--- src/rtl/core/point_segment_distance_unit_macros.svh ---
// assertion macros for the point to segment distance unit
`ifndef POINT_SEGMENT_DISTANCE_UNIT_MACROS_SVH
`define POINT_SEGMENT_DISTANCE_UNIT_MACROS_SVH

// same-cycle implication
`define PSD_ASSERT_IMPL(lbl, clk, rst, ante, cons) \
   lbl: assert property (@(posedge clk) disable iff (rst) (ante) |-> (cons)) \
      else $error("psd assertion failed");

// next-cycle implication
`define PSD_ASSERT_NEXT(lbl, clk, rst, ante, cons) \
   lbl: assert property (@(posedge clk) disable iff (rst) (ante) |=> (cons)) \
      else $error("psd assertion failed");

`endif

--- src/rtl/core/psd_pkg.sv ---
// shared types and region codes for the point to segment distance unit
`default_nettype none
package psd_pkg;

   typedef logic [1:0] region_type;

   localparam region_type REGION_DEGENERATE = 2'd0;
   localparam region_type REGION_BEFORE     = 2'd1;
   localparam region_type REGION_BEYOND     = 2'd2;
   localparam region_type REGION_INTERIOR   = 2'd3;

   typedef struct packed {
      logic       valid;
      region_type region;
   } ctl_type;

endpackage
`default_nettype wire

--- src/rtl/core/psd_sqrt.sv ---
// pipelined integer square root, one root bit per stage
`default_nettype none
module psd_sqrt #(
   parameter int COORD_BITS = 24
) (
   input  wire logic                  clock,
   input  wire logic                  reset,
   input  wire logic                  adv,
   input  wire psd_pkg::ctl_type      in_ctl,
   input  wire logic [2*COORD_BITS:0] in_rad,
   output psd_pkg::ctl_type           out_ctl,
   output logic [COORD_BITS:0]        out_root
);

   localparam int N  = COORD_BITS;
   localparam int K  = N + 1;
   localparam int RW = 2 * N + 2;
   localparam int EW = N + 2;

   psd_pkg::ctl_type ctl_ff  [1:K];
   logic [EW-1:0]    rem_ff  [1:K];
   logic [K-1:0]     root_ff [1:K];
   logic [RW-1:0]    rad_ff  [1:K];

   for (genvar k = 0; k < K; k++) begin : g_stage
      psd_pkg::ctl_type ctl_src;
      logic [EW-1:0]    rem_src, rem_in;
      logic [K-1:0]     root_src, root_in;
      logic [RW-1:0]    rad_src, rad_in;
      logic [EW+1:0]    t, trial;
      logic [EW+2:0]    diff;
      logic             ge;

      if (k == 0) begin : g_first
         assign ctl_src  = in_ctl;
         assign rem_src  = '0;
         assign root_src = '0;
         assign rad_src  = {1'b0, in_rad};
      end else begin : g_next
         assign ctl_src  = ctl_ff[k];
         assign rem_src  = rem_ff[k];
         assign root_src = root_ff[k];
         assign rad_src  = rad_ff[k];
      end

      assign t       = {rem_src, rad_src[RW-1:RW-2]};
      assign trial   = {root_src, 2'b01};
      assign diff    = {1'b0, t} - {1'b0, trial};
      assign ge      = ~diff[EW+2];
      assign rem_in  = ge ? diff[EW-1:0] : t[EW-1:0];
      assign root_in = {root_src[K-2:0], ge};
      assign rad_in  = {rad_src[RW-3:0], 2'b00};

      always_ff @(posedge clock) begin
         if (reset) begin
            ctl_ff[k+1].valid <= 1'b0;
         end else if (adv) begin
            ctl_ff[k+1].valid <= ctl_src.valid;
         end
      end

      always_ff @(posedge clock) begin
         if (adv) begin
            ctl_ff[k+1].region <= ctl_src.region;
            rem_ff[k+1]        <= rem_in;
            root_ff[k+1]       <= root_in;
            rad_ff[k+1]        <= rad_in;
         end
      end
   end

   assign out_ctl  = ctl_ff[K];
   assign out_root = root_ff[K];

endmodule
`default_nettype wire

--- config.mk ---
export PLATFORM = sky130hd
export DESIGN_NAME = psd_sqrt
export DESIGN_NICKNAME = d
export VERILOG_FILES = /design/src/rtl/core/point_segment_distance_unit_macros.svh /design/src/rtl/core/psd_pkg.sv /design/src/rtl/core/psd_sqrt.sv
export SDC_FILE = /design/constraint.sdc
export NUM_CORES = 2
export LEC_CHECK = 0
export ABC_CLOCK_PERIOD_IN_PS = 5200
export BUFFER_PORTS_ARGS = -buffer_cell sky130_fd_sc_hd__buf_2
export CAP_MARGIN = 5
export CORE_MARGIN = 1
export CORE_UTILIZATION = 40
export CTS_CLUSTER_DIAMETER = 50
export DETAILED_ROUTE_END_ITERATION = 8
export PLACE_DENSITY_LB_ADDON = 0.15
export REMOVE_ABC_BUFFERS = 1
export SYNTH_ARGS = -nofsm -noshare
export SYNTH_HDL_FRONTEND = slang
export SYNTH_SLANG_ARGS = --single-unit
--- constraint.sdc ---
create_clock -name clock -period 5.2 [get_ports clock]
set_input_delay 0.52 -clock clock [delete_from_list [all_inputs] [get_ports clock]]
set_output_delay 0.52 -clock clock [all_outputs]
set_load 0.05 [all_outputs]
# == Word level (Yosys, flattened, before mapping) ==
# Memories as Yosys holds them, arrays and structs flattened.
# Cells that the tools add are included.
# word_totals
register_bits,0
ram_bits,2550
input_bits,55
output_inout_bits,28
wordCells,135
memories,4
# classes
addsub,25
n_mux,56
n_bitwise,50
# memory_table
name,depth,width,read_ports,rd_ports_with_merged_regs,wr,line_no,rtl
rad_ff,25,48,24,0,25,psd_sqrt.sv:23,logic [RW-1:0] rad_ff [1:K];
rem_ff,25,26,24,0,25,psd_sqrt.sv:21,logic [EW-1:0] rem_ff [1:K];
root_ff,25,25,25,0,25,psd_sqrt.sv:22,logic [K-1:0] root_ff [1:K];
ctl_ff,25,3,25,0,25,psd_sqrt.sv:20,psd_pkg::ctl_type ctl_ff [1:K];
# op_table
cell,n
subtractor 28 x 27 -> 29 bit,24
2-to-1 mux 26 bit,25
2-to-1 mux 1 bit,31
inverter 1 bit,25
bitwise OR 1 bit,25
"subtractor 1 x 1 -> 2 bit, second input constant",1

# == Longest topological paths before layout ==
# logic_depth
depth_word,4
ltp_mapped,13
depth_no_buf,12

# == Worst setup path after synthesis ==
# No wires, ideal clock.
# synth_timing
kind,reg2reg
start,"register, netlist name rem_ff[0][442]"
end,"register, netlist name rem_ff[0][478]"
setup_ns,0.260
t_arrival_ns,2.917
required_ns,4.940
path_slack_ns,2.023
stages_incl_launch_ff,11
n_path_buf,2
synth_period_minus_slack_ns,3.177
cell_sequence,edfxtp_1 ha_1 nor2b_4 o31a_1 o311ai_2 o2111ai_1 a31o_2 or4b_1 buf_6 buf_8 mux2_4

==> summary.txt <==
Global route
  – Maximum number of pins on one net before global-route repair: 181
  – Total GRT Usage: 0.1448
  – Vias in the first global route: ~40000
  – Initial antenna violation count: 0
  – Global-route wire length before repair: 208.8 mm
  – GR Overflow Total: 0

Power and ir drop
  – Sequential power share: 0.469
  – Clk pwr share: 0.373
  – Psw: 0.009261 W
  – Net Sw Frac: 0.2606
  – Peak supply drop: 0.3779 mV
  – Power Dens Cells: 440.7 nW/um^2
  – Leak: 30.55 nW
  – Int Pwr: 0.02628 W
  – Logic pwr share: 0.157

Final layout
  – Final #Nets: 5848
  – Ratio of cells with drive above 1 in the final layout: 0.09031
  – Fillers: 15470
  – Ant diodes: 0
  – Area grow syn2layout: 14.66%
  – Non-filler cells, final: 7950
  – Finished layout cell area: around 81000 sq um
  – Final core occ: 0.4629

Routing
  – Via Count: 39460
  – Routed Antenna Nets: 0
  – Routed len/inst: roughly 16 um
  – Via density: between 4 and 5
  – WL final: 128.0 mm
  – DR DRC count: 0
  – 1st-pass router iterations: 6
  – Initial DRC count: 2180

Min path
  – Hold path start: adv
  – Worst hold path type: input pin to flip-flop

Synth
  – Post-synth top area share: 0.6716
  – Most frequent cells after synthesis: 1573 x edfxtp_1, 421 x inv_1, 344 x nand2_1
  – Synth Area in Compound Gates: 0.09080
  – Mapped cell area: roughly 70000 sq um
  – Mux share of post-synthesis cell area: 0.009286
  – Synth area leaders: edfxtp_1 67%, ha_1 5.7%, xnor2_1 2.8%
  – Count leader, synth: edfxtp_1
  – Library cell with the largest summed area after synthesis: edfxtp_1
  – Sequential area share after synthesis: 0.6716
  – XOR/XNOR share of the synthesized area: 0.05517
  – Combinational family with the most area after synthesis: compound AO/OA/AOI/OAI gates
  – Post-Synth Adder-Cell Area: 0.05746
  – Syn avg cell area: 13.54 sq um
  – Post-synth EDFFs: 1573
  – Simple-Gate Fraction of Synth Area: 0.08753
  – Post-synth cell types: 90
  – Synth Instances: 5194
  – Synth Warn #: 0
  – Number of synthesized register bits: 1573
  – Synth async-reset ratio: 0
  – Top_reg_cell synth: edfxtp_1

Placement
  – Placed cells: between 7000 and 8000
  – HPWL reported at the end of detailed placement: 88.59 mm
  – I/O Buffers: 82
  – Area of placed instances: approximately 74000 sq um
  – RePlAce Congestion: ~0.90

Floorplan
  – Core area: ~170000 sq um
  – I/O pin count: a little over 80
  – DIE WIDTH: 421.3 um
  – Die Ht: 421.3 um
  – Row count: around 150
  – Initial core utilization: 0.4037
  – Die footprint: 177500 sq um

Critical path
  – Crit path kind: flip-flop to flip-flop
  – CP required: between 5 and 6 ns
  – Worst Setup End Kind: flip-flop
  – CP Launch Type: flip-flop
  – CP max FO: 20
  – Crit path from: rem_ff[0][442]
  – Worst EP arrival: 4.58 ns
  – R2R Path Start: rem_ff[0][442]

CTS
  – Post-CTS setup buffers: 0
  – TritonCTS clock tree: built
  – Htree depth: 4
  – Cts bufs inserted: 191
  – Root Buffer: clkbuf_16
  – # hold bufs at CTS: 52
  – Clk_lat worst skew: 0.82 ns
  – Clk sinks: roughly 1600
  – CTS Buffer Depth: 3
  – Clock Pin Slew Worst Setup and Hold Paths: approximately 0.060 ns
  – Post-cts resize count: 0

Timing
  – RSZ-0062 raised after global routing: no
  – Final hold vios: 0
  – Worst-margin pin slew: 1.036 ns
  – Slew margin rel.: 0.2912
  – Setup Viol. Count Final: 0
  – Hold WS: 0.1539 ns
  – Worst Skew: around 0.045 ns
  – Max Fclk: 249.1 MHz
  – Final Critical Period: between 4 and 5 ns
  – Setup_tns: 0 ns
  – Slew Viols, Final: 0
  – Period Utilization, post-route: 0.7720

Outcome
  – Status: completed

Job
  – Max Cap Violations: 0
-- metal layers --
layer / share of wire / GRT usage
met5: 0 / 0
met4: 0.037 / 0.06261
met3: 0.032 / 0.02673
met2: 0.51 / 0.2586
met1: 0.42 / 0.1691
-- final timing paths --
path,end,slack [ns],cells past startpoint
worst max-delay path,rem_ff[0][474],1.19,9
worst min register to register,rad_ff[0][851],0.40,0
worst min-delay path,rad_ff[0][73],0.15,1
worst max register to register,rem_ff[0][474],1.19,9
-- cells by family (layout without fill, tap and decap cells) --
logic type / after synthesis / count (layout)
AO/OA/AOI/OAI: 1024 / 1024
XOR/XNOR: 443 / 443
adder cells (fa/ha/maj): 323 / 323
buffers and inverters: 513 / 944
flip-flops: 1573 / 1573
multiplexers: 58 / 58
other: 1 / 1
AND/OR/NAND/NOR: 1259 / 1259
-- layout by cell type, fill, tap and decap left out, types with 27 or more instances in the layout --
cell           count
nor2b_1           48
buf_4             29
and2_1            46
clkbuf_1          35
buf_2             81
clkinv_1          30
o21ai_0          286
nor3_1           126
and3_1            29
xnor2_1          228
or3_1             63
o31ai_1           48
dlygate4sd3_1     52
ha_1             323
o21a_1            82
nor2_1           304
edfxtp_1        1573
xor2_1           215
a21oi_1          287
clkbuf_16        191
nand4_1           30
a211oi_1          34
nor4_1            54
inv_1            421
nand2_1          344
nand3_1           57
mux2_2            46
or4_1             27
nand2b_1          58
a21o_1           113
-- sequential cells by signal, indices dropped and copies added, names as in the netlist --
signal	cells
rad_ff	600
ctl_ff	75
root_ff	325
rem_ff	573
-- through the flow --
stage	setup WS [ns]	power, W
floorplan	0.9991	0.02081
global placement	1.242	0.02245
detailed placement	1.217	0.02252
CTS	1.195	0.03607
global route	0.8728	0.03737
finish	1.185	0.03554
-- worst max-delay path: stages (launching register included) --
cell,delay [ns]
edfxtp_1,0.39
ha_1,0.35
nor2b_4,0.15
o31a_1,0.31
o311ai_2,0.55
o2111ai_1,0.23
a31o_2,0.31
or4b_1,0.84
buf_4,0.35
mux2_2,0.29
-- power by group through the flow --
stage	clock, W	combinational [W]	sequential [W]
finish	0.0133	0.00559	0.0167
global route	0.0142	0.00629	0.0169
CTS	0.0137	0.00563	0.0167
detailed placement	0	0.00557	0.0170
global placement	0	0.00550	0.0170
floorplan	0	0.00415	0.0167
-- final cells by class --
cell class / instances / area (sq um) / area share
Timing Repair Buffer: 172 / 1344 / 0.01666
Tap cell: 2325 / 2909 / 0.03607
Multi-Input combinational cell: 3108 / 21160 / 0.2625
Inverter: 424 / 1592 / 0.01974
Clock buffer: 226 / 4911 / 0.06090
Clock inverter: 122 / 1485 / 0.01842
Sequential cell: 1573 / 47240 / 0.5858
Note: power is estimated with default switching activity, not from simulation.
